<file path="config.mk">
export PLATFORM = sky130hd
export DESIGN_NAME = lbnp_ctrl
export DESIGN_NICKNAME = d
export VERILOG_FILES = /design/src/hdl/lbnp_pkg.sv /design/src/hdl/lbnp_ctrl.sv
export SDC_FILE = /design/constraint.sdc
export NUM_CORES = 1
export LEC_CHECK = 0
export BUFFER_PORTS_ARGS = -buffer_cell sky130_fd_sc_hd__buf_2
export CORE_AREA = 5 5 42 44
export DETAILED_ROUTE_END_ITERATION = 7
export DIE_AREA = 0 0 47 49
export GPL_TIMING_DRIVEN = 0
export PLACE_DENSITY_LB_ADDON = 0.2
export SYNTH_ARGS = -nofsm -noshare
export SYNTH_HDL_FRONTEND = slang
export SYNTH_SLANG_ARGS = --single-unit
</file>
<file path="constraint.sdc">
create_clock -name clk -period 1.25 [get_ports clk]
set_input_delay 0 -clock clk [delete_from_list [all_inputs] [get_ports clk]]
set_output_delay 0 -clock clk [all_outputs]
set_load 0.005 [all_outputs]
</file>
<file path="src/hdl/lbnp_pkg.sv">
`default_nettype none

package lbnp_pkg;

    localparam int MAX_SRC_W   = 512;
    localparam int MAX_SRC_H   = 512;
    localparam int MAX_DST     = 1024;
    localparam int STORE_DEPTH = MAX_SRC_W * MAX_SRC_H;
    localparam int STORE_AW    = $clog2(STORE_DEPTH);
    localparam int DST_W       = $clog2(MAX_DST);

    localparam int SRC_DIM_W   = 10;
    localparam int DST_SIZE_W  = 11;
    localparam int GAIN_W      = 27;
    localparam int PIXEL_W     = 24;
    localparam int CFG_IDX_W   = 3;
    localparam int CFG_DATA_W  = 27;

    localparam logic [7:0] PAD_BYTE = 8'd114;

    localparam logic CMD_LOAD  = 1'b0;
    localparam logic CMD_FETCH = 1'b1;

    localparam logic [CFG_IDX_W-1:0] REG_SRC_WIDTH     = 3'd0;
    localparam logic [CFG_IDX_W-1:0] REG_SRC_HEIGHT    = 3'd1;
    localparam logic [CFG_IDX_W-1:0] REG_DST_SIZE      = 3'd2;
    localparam logic [CFG_IDX_W-1:0] REG_SCALED_WIDTH  = 3'd3;
    localparam logic [CFG_IDX_W-1:0] REG_SCALED_HEIGHT = 3'd4;
    localparam logic [CFG_IDX_W-1:0] REG_INV_GAIN      = 3'd5;

    typedef enum logic [2:0] {
        ST_IDLE,
        ST_OFFSET,
        ST_SCALE,
        ST_ADDR,
        ST_READ,
        ST_RESULT
    } lbnp_state_t;

    typedef struct packed {
        logic capture;
        logic write_en;
        logic offset_en;
        logic scale_en;
        logic addr_en;
        logic read_en;
        logic out_load;
    } lbnp_ctl_t;

    typedef struct packed {
        logic out_free;
    } lbnp_sts_t;

endpackage

`default_nettype wire

</file>
<file path="src/hdl/lbnp_ctrl.sv">
`default_nettype none

module lbnp_ctrl (
    input  wire                    clk,
    input  wire                    rst_n,
    input  wire                    req_valid,
    input  wire                    req_cmd,
    output logic                   req_ready,
    input  lbnp_pkg::lbnp_sts_t    sts,
    output lbnp_pkg::lbnp_ctl_t    ctl
);
    import lbnp_pkg::*;

    lbnp_state_t state_reg;
    lbnp_state_t state_next;

    always_ff @(posedge clk or negedge rst_n)
    begin
        if (!rst_n)
        begin
            state_reg <= ST_IDLE;
        end
        else
        begin
            state_reg <= state_next;
        end
    end

    always_comb
    begin
        state_next = state_reg;
        ctl        = '0;
        req_ready  = 1'b0;
        unique case (state_reg)
            ST_IDLE:
            begin
                req_ready = 1'b1;
                if (req_valid)
                begin
                    if (req_cmd == CMD_FETCH)
                    begin
                        ctl.capture = 1'b1;
                        state_next  = ST_OFFSET;
                    end
                    else
                    begin
                        ctl.write_en = 1'b1;
                    end
                end
            end
            ST_OFFSET:
            begin
                ctl.offset_en = 1'b1;
                state_next    = ST_SCALE;
            end
            ST_SCALE:
            begin
                ctl.scale_en = 1'b1;
                state_next   = ST_ADDR;
            end
            ST_ADDR:
            begin
                ctl.addr_en = 1'b1;
                state_next  = ST_READ;
            end
            ST_READ:
            begin
                ctl.read_en = 1'b1;
                state_next  = ST_RESULT;
            end
            ST_RESULT:
            begin
                // hold here until the output register can take the result
                if (sts.out_free)
                begin
                    ctl.out_load = 1'b1;
                    state_next   = ST_IDLE;
                end
            end
            default:
            begin
                state_next = ST_IDLE;
            end
        endcase
    end

endmodule

`default_nettype wire

</file>
After elaboration in Yosys (flattened, before gate mapping)

Cells that the tools add are included.

Logic and storage cells: 26
Input bits: 5
Flip-flop bits (word level): 3

Reductions and logical operators: 2
Multiplexer cells: 15
Eq/ne operators: 8

Operators by type and width:

| cell                                                             | count |
|---|---|
| 3-bit one-hot mux with 6 select lines                            | 1 |
| 1-bit 2-to-1 mux                                                 | 9 |
| 3-bit 2-to-1 mux                                                 | 3 |
| 3-bit by 2-bit == test with 1-bit output (second input constant) | 2 |
| 3-bit == test (second input constant)                            | 2 |
| 2-bit inequality test (second input constant)                    | 3 |
| 2-bit 2-to-1 mux                                                 | 2 |
| 3-bit by 1-bit == test with 1-bit output (second input constant) | 1 |
| 3-bit logical NOT                                                | 1 |
| 3-bit AND reduction                                              | 1 |

Longest topological paths before layout

Gate-level depths: netlist of run 1.

Depth after elaboration: 3
Depth in mapped cells: 3

Worst setup path after synthesis of run 1

No wires, ideal clock.

Kind: reg2reg
From: register state_reg[1]
To: register state_reg[2]
Arrival: 861 ps
Setup slack: 269 ps
Setup time: 120 ps
Cell stages (with the launch flop): 4
Data required time: 1130 ps
Period minus slack after synthesis: 981 ps
Cell sequence: dfrtp_1 > buf_2 > and3b_1 > a31o_1

Cells in the longest elaborated chain, start to end: 3
Elaborated cells on any way between the ends: 11
Those cells by class: eq/ne (8); mux (1); reduce/logical (2)

RTL lines:

| element                                            | RTL line        | text |
|---|---|---|
| start, declared                                    | lbnp_ctrl.sv:14 | `lbnp_state_t state_reg;` |
| start signal, assigned                             | lbnp_ctrl.sv:25 | `state_reg <= state_next;` |
| 3-bit == test or 3-bit logical NOT (tied branches) | lbnp_ctrl.sv:34 | `unique case (state_reg)` |
| 2-bit inequality test (no line)                    | --              |  |
| 3-bit AND reduction (no line)                      | --              |  |

Several ways; a longest one is shown, not always the timed one.
A chain may end at the register's enable or synchronous reset.

==> flow_metrics.tcl, run 1 <==
set metrics [dict create \
    total_leakage_power_uw 0.000191 \
    worst_hold_path_type "in -> reg" \
    final_layout_size_suffix_gt1_share_pct 52.4 \
    nFillCells 162 \
    cp-start-kind "flop" \
    placed_cells_incl_taps 50 \
    numClockSinks 3 \
    first_pass_iters 2 \
    ys_async_sr_fraction_pct 100 \
    synthesis.area_sq_um 221 \
    hold_crit_endpoint "state_reg[0]" \
    critical_path.max_stage_delay_ns 0.36 \
    net_count_final 48 \
    hold_start "sts" \
    drt_iter0_drc 2 \
    cts_inserted_buffers 3 \
    achievable-frequency_mhz 829 \
    dieArea_sq_mm 0.00230 \
    grt_max_degree 11 \
    fin_cells 58 \
    finalSetupTns_ns 0 \
    routed_via_count_divided_by_cell_count 4.02 \
    synthTopCellsByArea "dfrtp_1 34%, buf_6 10%, nor3b_1 10%, and3b_1 7.9%, nor3_4 7.3%" \
    layout_setup_ws_ns 0.0437 \
    min_period_ns 1.21 \
    data_arrival_time_of_the_critical_path_ns 1.21 \
    cp_num_cells 4 \
    core_region_area_sq_mm 0.00140 \
    detail_route.drc_violations 0 \
    crit_path_top_delay_cell "dfrtp_1" \
    grt.overflow.total 0 \
    ys.flop_type "dfrtp_1" \
    largest_register_ff_count 3 \
    yosys-mux-area-fraction_pct 0 \
    max_slew_margin_pct 85.6 \
    postSynthNetCount 27 \
    synth_largest_area_cell "dfrtp_1" \
    required_ns 1.25 \
    grt_use_total_pct 6.07 \
    synth_fa_ha_area_share_pct 0 \
    starting_density_pct 15.8 \
    tightest_slew_ns 0.216 \
    grt_pass1_wl_um 986 \
    synth_simple_gate_area_share_pct 36.7 \
    dpl_worst_slack_ns 0.246 \
    ys_top_cells_by_count "3 x dfrtp_1, 3 x nor3b_1, 2 x and3b_1, 2 x buf_6" \
    routability_driven_placement_congestion_ratio 0.686 \
    overall_via_count_from_detail_route 233 \
    syn-instance-count 22 \
    die_w_um 47 \
    std_cell_rows 14 \
    place.detailed.hpwl_um 428 \
    dieHeight_um 49 \
    max_cap_violations 0 \
    min_period_over_period_pct 96.5 \
    ctsLongestPathBuffers 2 \
    final_number_of_max_transition_violations 0 \
    synth_warnings 0 \
    area.growth.synth_to_final_pct 63.8 \
    reg2reg_to "state_reg[0]" \
    r2r.worst_path.cells 4 \
    clk-insertion-delay-late_ns 0.24 \
    buffers_inverters_on_critical_path 2 \
    number_of_flops_mapped_to_enable_cells_by_yosys 0 \
    grt_pass1_vias 251 \
    antenna_found_initial 0 \
    crit_path_cell_trace "buf_6, nor3_4, and3b_1, buf_2" \
    wl_um 571 \
    tritoncts "yes" \
    num_io_pins 13 \
    hold_path_depth 3 \
    synth_top_family_by_area "simple AND/OR/NAND/NOR gates" \
    vdd_drop_max_v 0.000655 \
    distinct_cell_type_count_of_the_synthesized_netlist 16 \
    synth.top_cell.area_share_pct 33.9 \
    antenna-diode-count 0 \
    synth.avg_cell_area_sq_um 10.1 \
    timing.rr.start "state_reg[2]" \
    run_status "finished, final reports clean" \
    timing.reg2reg.setup_slack_ns 0.23 \
    setup-violations-final 0 \
    routedWlPerCell_um 9.84 \
    hold_viol_final 0 \
    synthXorXnorAreaFrac_pct 3.95 \
    cts_h_tree_lvls 1 \
    critPathMaxFanout 8 \
    synth-compound-area-share_pct 11.3 \
    p_per_area_mw_per_mm2 2390 \
    crit_end_category "output pin" \
    clk_root_buffer_cell "clkbuf_4" \
    postRouteAntennaNets 0 \
    ys_seq_area_share_pct 33.9 \
    finalClockSkew_ns 0.00152 \
    port_buffers 12 \
    cp_top_family "flip-flops" \
    timing_worst_setup_path_type "reg -> out" \
    rsz0062_at_grt "true" \
    worst_setup_hold_path_clk_slew_ns 0.04 \
    ffs_latches_synth 3 \
]
## worst max-delay path by stage
stage,from,end,slack (ns)
2_1_floorplan,state_reg[1],state_reg[2],0.27
3_3_place_gp,state_reg[1],state_reg[2],0.24
3_5_place_dp,state_reg[1],state_reg[2],0.25
4_1_cts,state_reg[1],ctl[5],0.009
5_1_grt,state_reg[2],ctl[6],-0.003
6_report,state_reg[0],ctl[5],0.04
## through the flow
stage / utilization (%) / power [uW] / instance area [sq um] / hold slack, ns
5_1_grt: 25.9 / 950 / 363 / 0.0988
3_5_place_dp: 21.5 / 632 / 302 / -0.202
3_3_place_gp: 21.5 / 629 / 302 / -0.202
6_report: 25.9 / 866 / 363 / 0.0693
2_1_floorplan: - / 500 / 221 / -0.296
4_1_cts: 24.1 / 820 / 338 / 0.0678
## cells in the final DEF (no fill, tap or decap)
cell type | Yosys | final
a211oi_1 | 1 | 1
a221oi_1 | 1 | 1
a31o_1 | 1 | 1
and3_1 | 1 | 1
and3b_1 | 2 | 2
buf_2 | 1 | 12
buf_4 | 0 | 3
buf_6 | 2 | 2
clkbuf_1 | 0 | 1
clkbuf_4 | 0 | 4
dfrtp_1 | 3 | 3
dlygate4sd3_1 | 0 | 1
inv_1 | 1 | 1
nand2_1 | 1 | 1
nand2b_1 | 1 | 1
nor2_1 | 1 | 1
nor3_1 | 1 | 1
nor3_4 | 1 | 1
nor3b_1 | 3 | 3
xnor2_1 | 1 | 1
## where the power goes
group	switching (uW)	internal [uW]
clock	54.4	120
combinational	242	291
sequential	16.2	143
total	313	554
## cell type report
cell class / count / area (sq um) / share of cell area (%)
multi-input cells: 15 / 115 / 31.7
inverters: 1 / 3.75 / 1.03
plain buffers: 3 / 30.0 / 8.28
well taps: 16 / 20.0 / 5.52
clock buffers: 4 / 26.3 / 7.24
flip-flops and latches: 3 / 75.1 / 20.7
repair buffers: 16 / 92.6 / 25.5
## layer usage
layer,routed length (um),GRT usage (%)
met1,233,6.65
met5,0,0
met3,40,0.369
met4,20,8.29
met2,276,8.37
## tightest hold or removal path: stages
cell	delay, ns
buf_2	0.09
nand2b_1	0.10
a221oi_1	0.07
## timing repair
item / 4_1_cts / 5_1_grt
resized for setup: 0 / 1
hold buffers: 1 / 0
hold endpoints to repair: 3 / 0
endpoints found under the setup margin: 0 / 2
buffers inserted: 0 / 3
## logic make-up after synthesis
logic type | Yosys count
simple gates | 11
compound gates | 3
flops | 3
buf+inv | 4
xor+xnor | 1
Note: power is estimated with default switching activity, not from simulation.
==> run 2, diff against run 1 <==
--- a/config.mk
+++ b/config.mk
@@ -7,6 +7,8 @@
 export LEC_CHECK = 0
 export BUFFER_PORTS_ARGS = -buffer_cell sky130_fd_sc_hd__buf_2
 export CORE_AREA = 5 5 42 44
+export CTS_BUF_LIST = sky130_fd_sc_hd__clkbuf_16
+export CTS_CLUSTER_SIZE = 40
 export DETAILED_ROUTE_END_ITERATION = 7
 export DIE_AREA = 0 0 47 49
 export GPL_TIMING_DRIVEN = 0
==> flow_metrics.tcl, run 2 (synthesized netlist as in run 1, its figures left out) <==
set metrics [dict create \
    run_status "finished, final reports clean" \
    nFillCells 157 \
    dieHeight_um 49 \
    worst_setup_hold_path_clk_slew_ns 0.03 \
    final_common_cell "buf_2" \
    drt_iter0_drc 1 \
    data_arrival_time_of_the_critical_path_ns 1.19 \
    area.growth.synth_to_final_pct 84.2 \
    worst_hold_path_type "in -> reg" \
    p_per_area_mw_per_mm2 2900 \
    starting_density_pct 15.8 \
    worst_setup_path_startpoint "state_reg[2]" \
    finalSetupTns_ns 0 \
    max_cap_violations 0 \
    required_ns 1.25 \
    finalClockSkew_ns 0.00155 \
    grt_use_total_pct 6.57 \
    die_w_um 47 \
    total_leakage_power_uw 0.000213 \
    port_buffers 12 \
    cell_internal_pwr_uw 834 \
    grt_max_degree 11 \
    achievable-frequency_mhz 841 \
    vdd_drop_max_v 0.000700 \
    net_count_final 47 \
    postRouteAntennaNets 0 \
    swShare_pct 29.4 \
    cp-start-kind "flop" \
    antenna_found_initial 0 \
    timing.rr.start "state_reg[2]" \
    grt_pass1_vias 247 \
    hold_start "sts" \
    crit_end_category "output pin" \
    timing_worst_setup_path_type "reg -> out" \
    wl_um 588 \
    tightest_slew_ns 0.215 \
    rsz0062_at_grt "false" \
    power.switching_uw 347 \
    routedWlPerCell_um 10.3 \
    hold_viol_final 0 \
    final_design_area_no_fill_sq_um 408 \
    mostFrequentLayoutCells "12 x buf_2, 3 x nor3b_1, 3 x clkbuf_16, 3 x dfrtp_1" \
    clk-insertion-delay-late_ns 0.22 \
    place_area_sq_um 302 \
    first_pass_iters 4 \
    max_slew_margin_pct 85.7 \
    place.detailed.hpwl_um 428 \
    area_occupied_by_multi_input_gates_sq_um 115 \
    power.clock.fraction_pct 42.6 \
    cts_inserted_buffers 3 \
    core_region_area_sq_mm 0.00140 \
    fin_hold_ws_ns 0.0834 \
    share_of_total_power_in_sequential_cells_pct 13.5 \
    final_layout_size_suffix_gt1_share_pct 51.2 \
    dieArea_sq_mm 0.00230 \
    final_number_of_max_transition_violations 0 \
    std_cell_rows 14 \
    routability_driven_placement_congestion_ratio 0.686 \
    ctsLongestPathBuffers 2 \
    largest_register_ff_count 3 \
    antenna-diode-count 0 \
    num_io_pins 13 \
    min_period_over_period_pct 95.1 \
    cts_h_tree_lvls 1 \
    clk_root_buffer_cell "clkbuf_16" \
    area.sequential_sq_um 75.1 \
    numClockSinks 3 \
    min_period_ns 1.19 \
    tritoncts "yes" \
    grt_pass1_wl_um 1030 \
    share_of_power_burned_in_combinational_logic_pct 44.0 \
    critPathMaxFanout 8 \
    grt.overflow.total 0 \
    detail_route.drc_violations 0 \
    setup-violations-final 0 \
    overall_via_count_from_detail_route 227 \
    routed_via_count_divided_by_cell_count 3.98 \
]
==> run 2: cell count changes in the layout (fill, tap and decap cells not counted), sizes merged <==
cell and change:
buf -1, inv +1, clkbuf -1
==> run 2: stage by stage <==
step	std cells	util, %	power (uW)	worst slack, ns
6_report	57	29.1	1180	0.0607
4_1_cts	55	27.9	1150	0.0288
2_1_floorplan	22	-	500	0.269
3_5_place_dp	50	21.5	632	0.246
3_3_place_gp	50	21.5	629	0.240
5_1_grt	57	29.1	1270	0.00716
==> run 2: cell type report <==
type | count | area share (%)
Clock inverter | 1 | 0.920
Timing Repair Buffer | 15 | 20.9
Sequential cell | 3 | 18.4
Buffer | 3 | 7.36
Inverter | 1 | 0.920
Tap cell | 16 | 4.91
Clock buffer | 3 | 18.4
Multi-Input combinational cell | 15 | 28.2
==> run 2: critical path, stage by stage, from the launching register on <==
cell and delay [ns]:
dfrtp_1 0.38, buf_6 0.14, nor3_4 0.17, and3b_1 0.17, buf_2 0.11
==> run 2: metal layers <==
metal	GRT usage (%)	vias up	part of all wire (%)
li1	-	114	-
met1	6.87	99	44
met2	8.37	11	44
met3	2.58	3	7.8
met4	8.29	0	4.3
met5	0	-	0
==> run 2: power by group through the flow <==
stage	clock network, uW	logic (uW)	registers (uW)
after floorplan	0	342	158
after global placement	0	467	162
after detailed placement	0	472	160
after CTS	510	479	159
after global routing	523	583	163
final	503	520	159
==> run 2: path summary, 6_finish.rpt <==
path | to | slack (ns) | cells after the start
worst max-delay path | ctl[5] | 0.06 | 4
worst min-delay path | state_reg[0] | 0.08 | 3
worst max register to register | state_reg[0] | 0.22 | 4
worst min register to register | state_reg[0] | 0.58 | 2
max in group asynchronous | state_reg[0] | 1.04 | 2
min in group asynchronous | state_reg[2] | 0.10 | 2
==> run 2: what timing repair did <==
action	4_1_cts	5_1_grt
hold buffers	1	0
setup buffers	0	2
hold endpoints to repair	3	0
resized for setup	0	1
setup endpoints to repair	0	2
==> run 3, diff against run 2 <==
==> constraint.sdc (replaced) <==
create_clock -name clk -period 1.25 [get_ports clk]
set_input_delay 0.125 -clock clk [delete_from_list [all_inputs] [get_ports clk]]
set_output_delay 0.125 -clock clk [all_outputs]
set_load 0.005 [all_outputs]
==> flow_metrics.tcl, run 3 (synthesized netlist as in run 1, its figures left out) <==
set metrics [dict create \
    run_status "finished, violations left" \
    violated_checks "setup timing" \
    routedWlPerCell_um 11.3 \
    worst_setup_hold_path_clk_slew_ns 0.03 \
    vdd_drop_max_v 0.000850 \
    num_io_pins 13 \
    finalSetupTns_ns -0.0650 \
    dieHeight_um 49 \
    detail_route.drc_violations 0 \
    overall_via_count_from_detail_route 233 \
    drt_iter0_drc 2 \
    critPathMaxFanout 7 \
    cp-start-kind "flop" \
    min_period_over_period_pct 103 \
    wl_um 658 \
    fin_hold_ws_ns 0.210 \
    postRouteAntennaNets 0 \
    hold_viol_final 0 \
    p_per_area_mw_per_mm2 2900 \
    numClockSinks 3 \
    die_w_um 47 \
    place_area_sq_um 302 \
    timing.reg2reg.setup_slack_ns 0.27 \
    reg2reg_to "state_reg[0]" \
    first_pass_iters 2 \
    hold_start "sts" \
    nFillCells 155 \
    grt.overflow.total 0 \
    final_design_area_no_fill_sq_um 437 \
    routed_via_count_divided_by_cell_count 4.02 \
    cts_inserted_buffers 3 \
    final_number_of_max_transition_violations 0 \
    grt_pass1_wl_um 1060 \
    cts_h_tree_lvls 1 \
    worst_hold_path_type "in -> reg" \
    timing_worst_setup_path_type "reg -> out" \
    rsz0062_at_grt "true" \
    ctsLongestPathBuffers 2 \
    finalCoreUtilization_pct 31.2 \
    max_cap_violations 0 \
    tritoncts "yes" \
    layout_setup_ws_ns -0.0353 \
    power.total_uw 1270 \
    largest_register_ff_count 3 \
    hold_path_depth 3 \
    setup-violations-final 2 \
    final_layout_size_suffix_gt1_share_pct 59.5 \
    place.detailed.hpwl_um 428 \
    final_common_cell "buf_2" \
    port_buffers 12 \
    finalClockSkew_ns 0.00134 \
    routability_driven_placement_congestion_ratio 0.686 \
    net_count_final 48 \
    mostFrequentLayoutCells "11 x buf_2, 4 x buf_6, 3 x clkbuf_16, 3 x buf_4" \
    tightest_slew_ns 0.215 \
    max_slew_margin_pct 85.7 \
    grt_use_total_pct 6.78 \
    clk-insertion-delay-late_ns 0.22 \
    min_period_ns 1.29 \
    std_cell_rows 14 \
    total_leakage_power_uw 0.000223 \
    crit_end_category "output pin" \
    starting_density_pct 15.8 \
    antenna_found_initial 0 \
    achievable-frequency_mhz 778 \
    required_ns 1.12 \
    r2r.worst_path.cells 3 \
    grt_max_degree 10 \
    timing.rr.start "state_reg[2]" \
    clk_root_buffer_cell "clkbuf_16" \
    antenna-diode-count 0 \
    dieArea_sq_mm 0.00230 \
    hold_crit_endpoint "state_reg[0]" \
    core_region_area_sq_mm 0.00140 \
    area.growth.synth_to_final_pct 97.2 \
    data_arrival_time_of_the_critical_path_ns 1.16 \
    grt_pass1_vias 256 \
]
run 3: timing repair:
item | 4_1_cts | 5_1_grt
endpoints found under the setup margin | 2 | 6
hold buffers | 1 | 0
pin swaps | 3 | 2
gates cloned | 0 | 0
setup buffers | 2 | 2
hold endpoints to repair | 3 | 0
resized for setup | 2 | 6
run 3: stage by stage:
step / setup WS (ns) / instances
6_report: -0.0353 / 58
5_1_grt: -0.0867 / 58
4_1_cts: -0.0703 / 57
3_5_place_dp: 0.145 / 50
3_3_place_gp: 0.153 / 50
2_1_floorplan: 0.253 / 22
run 3: how the worst max path moves through the flow:
stage                  from     end  slack [ns]  depth (start not counted)
2_1_floorplan  state_reg[1]  ctl[5]        0.25                          3
3_3_place_gp   state_reg[1]  ctl[5]        0.15                          4
3_5_place_dp   state_reg[1]  ctl[5]        0.14                          4
4_1_cts        state_reg[0]  ctl[5]       -0.07                          4
5_1_grt        state_reg[0]  ctl[6]       -0.09                          4
6_report       state_reg[0]  ctl[5]       -0.04                          4
run 3: report_power, final:
part / internal, uW / switching (uW) / total [uW]
Sequential: 145 / 37.0 / 182
Combinational: 337 / 247 / 583
Clock: 413 / 90.2 / 503
run 3: worst max-delay path, stage by stage, from the launching register on:
cell,delay [ns]
dfrtp_1,0.36
buf_6,0.13
nor3_4,0.17
and3b_1,0.17
buf_2,0.11
run 3: routing by layer:
| metal | vias up | global-route usage, % | part of all wire [%] |
|---|---|---|---|
| li1 | 117 | - | - |
| met1 | 102 | 7.10 | 40 |
| met2 | 11 | 8.82 | 48 |
| met3 | 3 | 2.58 | 7.3 |
| met4 | 0 | 8.29 | 3.8 |
| met5 | - | 0 | 0 |
run 3: area by class of cell:
cell class / count / area [sq um] / share of cell area (%)
Multi-Input combinational cell: 15 / 125 / 28.7
Timing Repair Buffer: 17 / 110 / 25.2
Sequential cell: 3 / 76.3 / 17.5
Clock buffer: 3 / 75.1 / 17.2
Buffer: 2 / 22.5 / 5.16
Tap cell: 16 / 20.0 / 4.58
Clock inverter: 1 / 3.75 / 0.860
Inverter: 1 / 3.75 / 0.860
